==> config.mk <==
export PLATFORM = sky130hd
export DESIGN_NAME = barge_in_speech_detector
export DESIGN_NICKNAME = d
export VERILOG_FILES = /design/src/rtl/core/bisd_pkg.sv /design/src/rtl/core/barge_in_speech_detector.sv
export VERILOG_INCLUDE_DIRS = /design/src /design/src/rtl/core
export SDC_FILE = /design/constraint.sdc
export NUM_CORES = 1
export LEC_CHECK = 0
export BUFFER_PORTS_ARGS = -buffer_cell sky130_fd_sc_hd__buf_2
export CAP_MARGIN = 15
export CORE_MARGIN = 1.5
export CORE_UTILIZATION = 55
export CTS_BUF_LIST = sky130_fd_sc_hd__clkbuf_8
export DETAILED_ROUTE_END_ITERATION = 7
export GPL_ROUTABILITY_DRIVEN = 1
export GPL_TIMING_DRIVEN = 0
export PLACE_DENSITY_LB_ADDON = 0.08
export SETUP_SLACK_MARGIN = 0.02
export SLEW_MARGIN = 20
export SYNTH_ARGS = -nofsm -noshare
export SYNTH_HDL_FRONTEND = slang
export SYNTH_SLANG_ARGS = --single-unit
==> constraint.sdc <==
create_clock -name i_clk -period 9.8 [get_ports i_clk]
set_input_delay 0 -clock i_clk [delete_from_list [all_inputs] [get_ports i_clk]]
set_output_delay 0 -clock i_clk [all_outputs]
set_load 0.02 [all_outputs]
==> src/rtl/core/barge_in_speech_detector_macros.svh <==
// Assertion macros shared by the barge-in speech detector RTL.
`ifndef BARGE_IN_SPEECH_DETECTOR_MACROS_SVH
`define BARGE_IN_SPEECH_DETECTOR_MACROS_SVH

`ifndef SYNTHESIS

// Property holds at every clock edge outside reset.
`define BISD_ASSERT(label, clk, rst_n, prop, msg) \
    label: assert property (@(posedge clk) disable iff (!rst_n) prop) else $error(msg);

// Antecedent in one cycle implies consequent in the next.
`define BISD_ASSERT_NEXT(label, clk, rst_n, ante, cons, msg) \
    label: assert property (@(posedge clk) disable iff (!rst_n) (ante) |=> (cons)) \
        else $error(msg);

`else

`define BISD_ASSERT(label, clk, rst_n, prop, msg)
`define BISD_ASSERT_NEXT(label, clk, rst_n, ante, cons, msg)

`endif

`endif

==> src/rtl/core/bisd_pkg.sv <==
// Types and constants of the barge-in speech detector.
package bisd_pkg;

    // Event codes
    localparam logic [1:0] OP_FRAME = 2'd0;
    localparam logic [1:0] OP_START = 2'd1;
    localparam logic [1:0] OP_STOP  = 2'd2;

    // Configuration register indexes
    localparam int unsigned CFG_IDX_W = 3;
    localparam int unsigned CFG_DATA_W = 32;
    localparam logic [CFG_IDX_W-1:0] CFG_SILENCE_REARM = 3'd0;
    localparam logic [CFG_IDX_W-1:0] CFG_SPEECH_CONFIRM = 3'd1;
    localparam logic [CFG_IDX_W-1:0] CFG_TS_TOLERANCE = 3'd2;
    localparam logic [CFG_IDX_W-1:0] CFG_MIN_POWER = 3'd3;
    localparam logic [CFG_IDX_W-1:0] CFG_MAX_FRAME = 3'd4;

    // Register reset values
    localparam logic [15:0] RST_SILENCE_REARM = 16'd180;
    localparam logic [15:0] RST_SPEECH_CONFIRM = 16'd180;
    localparam logic [9:0]  RST_TS_TOLERANCE = 10'd30;
    localparam logic [31:0] RST_MIN_POWER = 32'd65536;
    localparam logic [9:0]  RST_MAX_FRAME = 10'd120;

    // Speech accumulator saturates at its full 17-bit range
    localparam logic [16:0] SPEECH_MAX = 17'h1FFFF;

    typedef struct packed {
        logic [1:0]  op;
        logic [31:0] time_ms;
        logic [9:0]  frame_ms;
        logic        vad_ok;
        logic        vad_voice;
        logic [31:0] frame_power;
    } t_in_beat;

    typedef struct packed {
        logic        fired;
        logic [31:0] onset_time_ms;
    } t_out_beat;

endpackage

==> src/rtl/core/barge_in_speech_detector.sv <==
// Barge-in speech detector: flags a user talking over playback.
//
// Input channel (i_in_valid / o_in_ready, payload i_in) carries start, stop
// and VAD frame events; every accepted beat yields exactly one result beat on
// the output channel (o_out_valid / i_out_ready, payload o_out).
// An accepted beat waits in the input register; the detector state and the
// result register then update together, when the result register is free.
// The detector takes one beat per cycle while the receiver does not stall;
// the tracking state update (subtract, compare, saturating add) is one step.
// When the receiver stalls, the result register holds and the input register
// still takes one more beat; o_in_ready falls only when both are full.
// Configuration writes (i_cfg_we, i_cfg_idx, i_cfg_data) take effect at the
// next edge; indexes past the register list are dropped.
// Synchronous reset restores register defaults, clears playback and
// evidence state and empties both pipeline registers.
`include "barge_in_speech_detector_macros.svh"

module barge_in_speech_detector (
    input  logic                             i_clk,
    input  logic                             i_rst_n,
    input  logic                             i_in_valid,
    output logic                             o_in_ready,
    input  bisd_pkg::t_in_beat               i_in,
    output logic                             o_out_valid,
    input  logic                             i_out_ready,
    output bisd_pkg::t_out_beat              o_out,
    input  logic                             i_cfg_we,
    input  logic [bisd_pkg::CFG_IDX_W-1:0]   i_cfg_idx,
    input  logic [bisd_pkg::CFG_DATA_W-1:0]  i_cfg_data
);
    import bisd_pkg::*;

    // Configuration registers
    logic [15:0] r_silence_rearm;
    logic [15:0] r_speech_confirm;
    logic [9:0]  r_ts_tolerance;
    logic [31:0] r_min_power;
    logic [9:0]  r_max_frame;

    // Pipeline registers
    logic      r_in_valid;
    t_in_beat  r_in;
    logic      r_out_valid;
    t_out_beat r_out;

    // Detector state
    logic        r_playing, n_playing;
    logic        r_has_fired, n_has_fired;
    logic        r_armed, n_armed;
    logic        r_have_prev, n_have_prev;
    logic [15:0] r_silence_acc, n_silence_acc;
    logic [16:0] r_speech_acc, n_speech_acc;
    logic [31:0] r_prev_end, n_prev_end;
    logic [31:0] r_start_time, n_start_time;
    logic [31:0] r_onset_time, n_onset_time;
    t_out_beat   n_out;

    logic w_out_free;
    logic w_step;

    // Frame evaluation terms
    logic [31:0] w_since_start;
    logic        w_too_early;
    logic        w_reject;
    logic [31:0] w_delta;
    logic [32:0] w_delta_tol;
    logic [10:0] w_dur_tol;
    logic        w_bad_spacing;
    logic        w_quiet;
    logic        w_armed_e;
    logic [15:0] w_silence_e;
    logic [16:0] w_speech_e;
    logic [16:0] w_sil_sum;
    logic [15:0] w_sil_sat;
    logic [17:0] w_sp_sum;
    logic [16:0] w_sp_sat;

    assign w_out_free = !r_out_valid || i_out_ready;
    assign w_step     = r_in_valid && w_out_free;
    assign o_in_ready = !r_in_valid || w_out_free;
    assign o_out_valid = r_out_valid;
    assign o_out       = r_out;

    // Configuration write port
    always_ff @(posedge i_clk) begin
        if (!i_rst_n) begin
            r_silence_rearm  <= RST_SILENCE_REARM;
            r_speech_confirm <= RST_SPEECH_CONFIRM;
            r_ts_tolerance   <= RST_TS_TOLERANCE;
            r_min_power      <= RST_MIN_POWER;
            r_max_frame      <= RST_MAX_FRAME;
        end else if (i_cfg_we) begin
            unique case (i_cfg_idx)
                CFG_SILENCE_REARM:  r_silence_rearm  <= i_cfg_data[15:0];
                CFG_SPEECH_CONFIRM: r_speech_confirm <= i_cfg_data[15:0];
                CFG_TS_TOLERANCE:   r_ts_tolerance   <= i_cfg_data[9:0];
                CFG_MIN_POWER:      r_min_power      <= i_cfg_data;
                CFG_MAX_FRAME:      r_max_frame      <= i_cfg_data[9:0];
                default: ;
            endcase
        end
    end

    // Frame checks against start time and previous frame end
    always_comb begin
        w_since_start = r_in.time_ms - r_start_time;
        w_too_early   = $signed(w_since_start) < $signed({22'd0, r_in.frame_ms});
        w_reject      = !r_in.vad_ok || (r_in.frame_ms == 10'd0) ||
                        (r_in.frame_ms > r_max_frame) || w_too_early;

        // Spacing: only meaningful when delta is positive, which the first two terms cover
        w_delta       = r_in.time_ms - r_prev_end;
        w_delta_tol   = {1'b0, w_delta} + {23'd0, r_ts_tolerance};
        w_dur_tol     = {1'b0, r_in.frame_ms} + {1'b0, r_ts_tolerance};
        w_bad_spacing = w_delta[31] || (w_delta == 32'd0) ||
                        (w_delta_tol < {23'd0, r_in.frame_ms}) ||
                        (w_delta > {21'd0, w_dur_tol});

        // Evidence after a possible spacing reset
        w_armed_e   = r_armed;
        w_silence_e = r_silence_acc;
        w_speech_e  = r_speech_acc;
        if (r_have_prev && w_bad_spacing) begin
            w_armed_e   = 1'b0;
            w_silence_e = 16'd0;
            w_speech_e  = 17'd0;
        end

        w_quiet = !r_in.vad_voice || (r_in.frame_power < r_min_power);

        // Saturating accumulators
        w_sil_sum = {1'b0, w_silence_e} + {7'd0, r_in.frame_ms};
        w_sil_sat = (w_sil_sum > {1'b0, r_silence_rearm}) ? r_silence_rearm
                                                          : w_sil_sum[15:0];
        w_sp_sum  = {1'b0, w_speech_e} + {8'd0, r_in.frame_ms};
        w_sp_sat  = w_sp_sum[17] ? SPEECH_MAX : w_sp_sum[16:0];
    end

    // Next state and result for the item in the input register
    always_comb begin
        n_playing     = r_playing;
        n_has_fired   = r_has_fired;
        n_armed       = r_armed;
        n_have_prev   = r_have_prev;
        n_silence_acc = r_silence_acc;
        n_speech_acc  = r_speech_acc;
        n_prev_end    = r_prev_end;
        n_start_time  = r_start_time;
        n_onset_time  = r_onset_time;
        n_out         = '0;

        unique case (r_in.op) inside
            OP_START, OP_STOP: begin
                n_playing     = (r_in.op == OP_START);
                n_has_fired   = 1'b0;
                n_armed       = 1'b0;
                n_have_prev   = 1'b0;
                n_silence_acc = 16'd0;
                n_speech_acc  = 17'd0;
                n_prev_end    = 32'd0;
                n_start_time  = (r_in.op == OP_START) ? r_in.time_ms : 32'd0;
                n_onset_time  = 32'd0;
            end
            OP_FRAME: begin
                if (r_playing && !r_has_fired) begin
                    if (w_reject) begin
                        n_armed       = 1'b0;
                        n_have_prev   = 1'b0;
                        n_silence_acc = 16'd0;
                        n_speech_acc  = 17'd0;
                    end else begin
                        n_have_prev = 1'b1;
                        n_prev_end  = r_in.time_ms;
                        if (w_quiet) begin
                            n_speech_acc  = 17'd0;
                            n_silence_acc = w_sil_sat;
                            n_armed       = (w_sil_sat >= r_silence_rearm);
                        end else begin
                            n_silence_acc = 16'd0;
                            n_armed       = w_armed_e;
                            n_speech_acc  = w_speech_e;
                            if (w_armed_e) begin
                                // Onset is latched on the first speech frame of a run
                                if (w_speech_e == 17'd0) begin
                                    n_onset_time = r_in.time_ms - {22'd0, r_in.frame_ms};
                                end
                                n_speech_acc = w_sp_sat;
                                if (w_sp_sat >= {1'b0, r_speech_confirm}) begin
                                    n_has_fired         = 1'b1;
                                    n_out.fired         = 1'b1;
                                    n_out.onset_time_ms = n_onset_time;
                                end
                            end
                        end
                    end
                end
            end
            default: ;
        endcase
    end

    // Control state
    always_ff @(posedge i_clk) begin
        if (!i_rst_n) begin
            r_in_valid    <= 1'b0;
            r_out_valid   <= 1'b0;
            r_playing     <= 1'b0;
            r_has_fired   <= 1'b0;
            r_armed       <= 1'b0;
            r_have_prev   <= 1'b0;
            r_silence_acc <= 16'd0;
            r_speech_acc  <= 17'd0;
            r_prev_end    <= 32'd0;
            r_start_time  <= 32'd0;
            r_onset_time  <= 32'd0;
        end else begin
            if (o_in_ready) begin
                r_in_valid <= i_in_valid;
            end
            if (w_out_free) begin
                r_out_valid <= r_in_valid;
            end
            if (w_step) begin
                r_playing     <= n_playing;
                r_has_fired   <= n_has_fired;
                r_armed       <= n_armed;
                r_have_prev   <= n_have_prev;
                r_silence_acc <= n_silence_acc;
                r_speech_acc  <= n_speech_acc;
                r_prev_end    <= n_prev_end;
                r_start_time  <= n_start_time;
                r_onset_time  <= n_onset_time;
            end
        end
    end

    // Payload registers
    always_ff @(posedge i_clk) begin
        if (o_in_ready && i_in_valid) begin
            r_in <= i_in;
        end
        if (w_step) begin
            r_out <= n_out;
        end
    end

    // Checks
    `BISD_ASSERT(a_fired_needs_playing, i_clk, i_rst_n,
                 r_has_fired |-> r_playing, "fired while not playing")
    `BISD_ASSERT(a_speech_needs_armed, i_clk, i_rst_n,
                 (r_speech_acc != 17'd0) |-> r_armed, "speech accumulated while not armed")
    `BISD_ASSERT_NEXT(a_fire_has_result, i_clk, i_rst_n,
                      w_step && !r_has_fired && n_has_fired,
                      r_out_valid && r_out.fired, "fire without fired result")
    `BISD_ASSERT(a_quiet_result_zero, i_clk, i_rst_n,
                 (r_out_valid && !r_out.fired) |-> (r_out.onset_time_ms == 32'd0),
                 "onset set on non-fired result")

endmodule
[Yosys cells after proc, flatten, opt, wreduce, memory -nomap -nowiden]
Index checks and enable logic that the tools add are counted.
Word-level totals
  bits in registers: 330
  bits of input ports: 118
  output and inout bits: 35
  word-level logic and storage cells: 129
Operators by class
  $add $sub $neg: 7
  $lt $le $gt $ge: 8
  eq/ne operators: 11
  mux-type cells: 38
  bitwise gates (word level): 4
  reduce and logical (&&, ||, !) cells: 37
Operators with widths (count)
  2-to-1 mux 32 bit: 8
  one-hot mux 32 bit (2 select lines): 2
  2-to-1 mux 17 bit: 6
  2-to-1 mux 16 bit: 5
  subtractor 32 bit: 2
  one-hot mux 17 bit (2 select lines): 1
  adder 32 x 10 -> 33 bit: 1
  less-than comparator 33 x 10 -> 1 bit: 1
  2-to-1 mux 33 bit: 1
  greater-than comparator 32 x 11 -> 1 bit: 1
  logical NOT 32 bit: 1
  less-than comparator 32 x 11 -> 1 bit: 1
  less-than comparator 32 bit: 1
  one-hot mux 16 bit (2 select lines): 1
  subtractor 32 x 10 -> 32 bit: 1
  adder 17 x 10 -> 18 bit: 1
  adder 16 x 10 -> 17 bit: 1
  >= comparator 17 x 16 -> 1 bit: 1
  greater-than comparator 17 x 16 -> 1 bit: 1
  logical NOT 17 bit: 1
  >= comparator 16 bit: 1
  AND reduction 2 bit: 6
  adder 10 x 10 -> 11 bit: 1
  2-to-1 mux 1 bit: 11
  24 further kinds: 48

[Logic depth before layout (Yosys ltp)]
  word-level depth: 16
  gate-level depth with buffers: 66
  depth with buffers taken out: 63

[Worst setup path after synthesis]
No wires, ideal clock.
  path kind: register -> register
  start point: register r_in[47] in the netlist's numbering
  end point: register r_armed
  library setup time: 0.127 ns
  arrival: 10.546 ns
  required time: 9.673 ns
  path slack: -0.874 ns
  cell stages (with the launch flop): 65
  clock period less this slack: 10.674 ns
  cell sequence: edfxtp_1 > ha_1 > a21o_1 > a21oi_2 > nand2_1 > a21o_1 > a21oi_1 > xnor2_1 > ha_1 > a21oi_1 > o21ai_0 > xor2_1 > ha_1 > a21o_1 > a21oi_1 > o21ai_0 > a41oi_1 > o211ai_1 > (+29 left out) > o21ai_2 > buf_6 > mux2i_1 > ha_1 > nand2b_1 > a21o_1 > a21o_1 > a21oi_1 > nor2b_1 > o21ai_0 > nand2b_1 > a21oi_1 > nor2b_1 > o21ai_0 > a21oi_1 > o311a_1 > a211oi_1 > o21ai_0
Between the ends
  cells in the longest elaborated chain, start to end: 15
  elaborated cells on any way between the ends: 22
  classes of those cells: 4 x add/sub; 5 x order compare; 7 x mux; 6 x reduce/logical
Ends and longest elaborated chain
  start, declared: line barge_in_speech_detector.sv:42  | t_in_beat r_in;
  start signal, assigned: line barge_in_speech_detector.sv:240  | r_in <= i_in;
  subtractor 32 bit: line barge_in_speech_detector.sv:112  | w_delta = r_in.time_ms - r_prev_end;
  adder 32 x 10 -> 33 bit / logical NOT 32 bit (equally long branches): line barge_in_speech_detector.sv:113, barge_in_speech_detector.sv:115
  less-than comparator 33 x 10 -> 1 bit / logical OR 1 bit (equally long branches): line barge_in_speech_detector.sv:116, barge_in_speech_detector.sv:115
  logical OR 1 bit: line barge_in_speech_detector.sv:115  | w_bad_spacing = w_delta[31] || (w_delta == 32'd0) ||
  logical OR 1 bit: line barge_in_speech_detector.sv:116  | (w_delta_tol < {23'd0, r_in.frame_ms}) ||
  logical AND 1 bit: line barge_in_speech_detector.sv:123  | if (r_have_prev && w_bad_spacing) begin
  2-to-1 mux 16 bit: line barge_in_speech_detector.sv:123
  adder 16 x 10 -> 17 bit: line barge_in_speech_detector.sv:132  | w_sil_sum = {1'b0, w_silence_e} + {7'd0, r_in.frame_ms};
  greater-than comparator 17 x 16 -> 1 bit: line barge_in_speech_detector.sv:133  | w_sil_sat = (w_sil_sum > {1'b0, r_silence_rearm}) ? r_silence_rearm
  2-to-1 mux 16 bit: line barge_in_speech_detector.sv:133
  >= comparator 16 bit: line barge_in_speech_detector.sv:177  | n_armed = (w_sil_sat >= r_silence_rearm);
  2-to-1 mux 1 bit: line barge_in_speech_detector.sv:174  | if (w_quiet) begin
  2-to-1 mux 1 bit *: line barge_in_speech_detector.sv:166  | if (w_reject) begin
  2-to-1 mux 1 bit *: line barge_in_speech_detector.sv:165  | if (r_playing && !r_has_fired) begin
  one-hot mux 1 bit (2 select lines) *: line barge_in_speech_detector.sv:152  | unique case (r_in.op) inside
  end signal, assigned: line barge_in_speech_detector.sv:226  | r_armed <= n_armed;
  end, declared: line barge_in_speech_detector.sv:49  | logic r_armed, n_armed;
Mark *: on every way between the ends. The rest lies on a longest branch, timed or not. The select of a mux whose other input is x is not followed.
A chain may end at the register's enable or synchronous reset.

[Final worst setup path]
  start point: register r_in[44] in the netlist's numbering
  end point: register r_armed
The elaborated chain is that of the path after synthesis.

==> impl_metrics.env <==
export IMPL_status="finished, violations left"
export IMPL_violations="setup timing"
export IMPL_clk_latency_ns=0.68
export IMPL_p_sw_mw=1.07
export IMPL_initial_utilization=0.561
export IMPL_wl_per_cell_um=19.7
export IMPL_vias_per_cell=5.86
export IMPL_syn_inst=2556
export IMPL_drv_cap=0
export IMPL_clock_path_buffers=3
export IMPL_clock_sinks=330
export IMPL_muxShareOfSynthArea=0.0128
export IMPL_hp_class="primary input to flip-flop"
export IMPL_drc=0
export IMPL_min_period_ns=10.93
export IMPL_synth_avg_cell_area_um2=8.78
export IMPL_ys_seq_elements=330
export IMPL_overflow=0
export IMPL_finalHoldViolCount=0
export IMPL_power_density_mw_per_mm2=127
export IMPL_synth_cell_types=92
export IMPL_min_period_over_period=1.11
export IMPL_core_mm2=0.0400
export IMPL_synth_nets=2914
export IMPL_grt_start_max_net_pins=57
export IMPL_grt_total_usage=0.332
export IMPL_crit_path_top_delay_cell="or4_1"
export IMPL_fp_dieH_um=205
export IMPL_intPower_mw=2.45
export IMPL_clk_pin_slew_ns=0.06
export IMPL_setup_viol=1
export IMPL_critical_path_startpoint_type="flip-flop"
export IMPL_hold_start="i_in[1]"
export IMPL_worstPathRequired_ns=10.34
export IMPL_worstSetupPathType="flip-flop to flip-flop"
export IMPL_async_reset_ff_frac=0
export IMPL_ys_warn_count=0
export IMPL_worstSetupStartpoint="r_in[44]"
export IMPL_seq_area_frac_synth=0.344
export IMPL_grt_pass1_vias=20780
export IMPL_grt_pass1_wl_um=109000
export IMPL_io_pins=153
export IMPL_skew_ns=0.0386
export IMPL_synth_xor_xnor_area_share=0.0440
export IMPL_power_frac_clock=0.371
export IMPL_hpwlAfterDp_um=50700
export IMPL_antenna_found_initial=1
export IMPL_die_width_um=205
export IMPL_cts_root_buf="clkbuf_8"
export IMPL_synth_fa_ha_area_frac=0.136
export IMPL_fin_nets=3335
export IMPL_layout_common_cells="nand2_1 (302), inv_1 (235), ha_1 (221)"
export IMPL_critPathBufInv=4
export IMPL_gp_congestion=0.948
export IMPL_slew_headroom=0.270
export IMPL_mostFrequentLayoutCell="nand2_1"
export IMPL_power_share_switching=0.304
export IMPL_critPathMaxStageDelay_ns=0.52
export IMPL_diodes=0
export IMPL_rsz0062_at_grt="yes"
export IMPL_synth_area_mm2=0.0224
export IMPL_fill_cells=3127
export IMPL_crit_top_cell="a21o_1"
export IMPL_cts_tree="done"
export IMPL_setup_worst_path_end_class="flip-flop"
export IMPL_rows=73
export IMPL_drtIter0Drc=1149
export IMPL_worst_slack_ns=-1.13
export IMPL_cp_max_fo=4
export IMPL_total_power_mw=3.52
export IMPL_vias=20787
export IMPL_rr_startpoint="r_in[44]"
export IMPL_cts_buffers=56
export IMPL_drive_gt1_frac=0.154
export IMPL_drv_slew=0
export IMPL_postRouteAntennaNets=0
export IMPL_ys_flop_type="dfxtp_1"
export IMPL_fin_util=0.691
export IMPL_synth_top_family_by_area="compound AO/OA/AOI/OAI gates"
export IMPL_cts_htree_levels=2
export IMPL_leakage_nw=11.0
export IMPL_synth_simple_area_share=0.178
export IMPL_ir_worst_vdd_mv=0.111
export IMPL_io_buffers=152
export IMPL_crit_arrival_ns=11.47
export IMPL_synth_edf_count=111
export IMPL_die_area_mm2=0.0420
export IMPL_wl_um=70100
export IMPL_syn_to_final_growth_pct=23.3
export IMPL_max_freq_mhz=91.5
export IMPL_cpLargestDelayFamily="compound AO/OA/AOI/OAI gates"
export IMPL_tightest_slew_ns=1.08
export IMPL_dr_pass1_iters=5
export IMPL_p_seq_frac=0.423
export IMPL_combinationalPowerShare=0.205
export IMPL_synth_compound_area_share=0.227
routing by layer:
metal / part of all wire / GRT usage / vias up
met1: 0.40 / 0.378 / 9946
met3: 0.053 / 0.0463 / 184
li1: - / - / 10015
met2: 0.50 / 0.601 / 642
met4: 0.049 / 0.170 / 0
met5: 0 / 0 / -
metrics by stage:
stage | TNS, ns | hold slack [ns] | cells | setup WS, ns | cell area, µm²
after floorplan | -0.225 | 0.0989 | 2556 | -0.225 | 22600
after global placement | -52.01 | 0.176 | 3233 | -2.44 | 24000
after detailed placement | -62.28 | 0.178 | 3235 | -2.56 | 24000
after CTS | -1.30 | 0.000901 | 3541 | -1.30 | 27400
after global routing | -1.74 | 0.0281 | 3550 | -1.70 | 27700
final | -1.13 | 0.0447 | 3550 | -1.13 | 27700
power by group through the flow:
| stage | Combinational [mW] | Clock (mW) | Sequential (mW) |
|---|---|---|---|
| after floorplan | 0.431 | 0 | 1.51 |
| after global placement | 0.593 | 0 | 1.52 |
| after detailed placement | 0.610 | 0 | 1.52 |
| after CTS | 0.692 | 1.32 | 1.49 |
| after global routing | 0.787 | 1.38 | 1.49 |
| final | 0.722 | 1.31 | 1.49 |
synth_stat cells, drive strengths merged, types with 8 or more instances:
cell | count | area share
a211oi | 49 | 0.017
a21boi | 109 | 0.037
a21o | 62 | 0.021
a21oi | 134 | 0.031
a22o | 20 | 0.0078
a22oi | 37 | 0.012
a31oi | 15 | 0.0042
and2 | 38 | 0.011
and3 | 24 | 0.0069
and4 | 11 | 0.0043
buf | 32 | 0.0085
clkbuf | 70 | 0.012
dfxtp | 219 | 0.20
edfxtp | 111 | 0.15
ha | 233 | 0.13
inv | 226 | 0.038
mux2 | 10 | 0.0052
mux2i | 17 | 0.0076
nand2 | 308 | 0.052
nand2b | 29 | 0.0081
nand3 | 59 | 0.013
nand4 | 40 | 0.011
nor2 | 134 | 0.022
nor2b | 77 | 0.021
nor3 | 34 | 0.0078
nor4 | 12 | 0.0039
o2111ai | 8 | 0.0034
o211ai | 34 | 0.011
o21a | 22 | 0.0074
o21ai | 84 | 0.019
o21bai | 21 | 0.0070
o22ai | 35 | 0.018
o31ai | 8 | 0.0027
or2 | 9 | 0.0025
or3 | 18 | 0.0050
xnor2 | 72 | 0.029
xor2 | 39 | 0.015
kinds of logic (layout without fill, tap and decap cells):
family	after synthesis	count (layout)
mux	27	27
fa+ha+maj	240	240
simple gates	818	818
xor+xnor	111	111
compound gates	702	702
buf+inv	328	797
flops	330	330
what timing repair did:
| item | CTS | global route |
|---|---|---|
| endpoints found under the setup margin | 50 | 48 |
| setup buffers | 38 | 10 |
| endpoints found under the hold margin | 195 | 0 |
| pin swaps | 57 | 51 |
| resized for setup | 50 | 35 |
| gates cloned | 0 | 0 |
| hold buffers | 163 | 0 |
worst paths after layout:
| check | end | slack [ns] | cells past startpoint |
|---|---|---|---|
| hold / removal | r_in[1] | 0.04 | 2 |
| setup / recovery | r_armed | -1.13 | 57 |
| setup reg to reg | r_armed | -1.13 | 57 |
| hold reg to reg | r_has_fired | 0.45 | 2 |
flip-flops by register name, summed over array words and instances (netlist names):
name and cells:
r_in 78, o_out 33, r_min_power 32, r_onset_time 32, r_prev_end 32, r_start_time 32
r_speech_acc 17, r_silence_acc 16, r_silence_rearm 16, r_speech_confirm 16, r_max_frame 10, r_ts_tolerance 10
o_out_valid 1, r_armed 1, r_has_fired 1, r_have_prev 1, r_in_valid 1, r_playing 1
cell type report:
class,instances,area [µm²],share of cell area
buffer,100,493,0.0178
clock buffer,64,881,0.0319
clock inverter,42,288,0.0104
inverter,226,851,0.0308
multi-input combinational,1898,14000,0.505
sequential,330,7720,0.279
tap,525,657,0.0238
timing repair buffer,365,2810,0.102
Power figures use the tool's default switching activity.
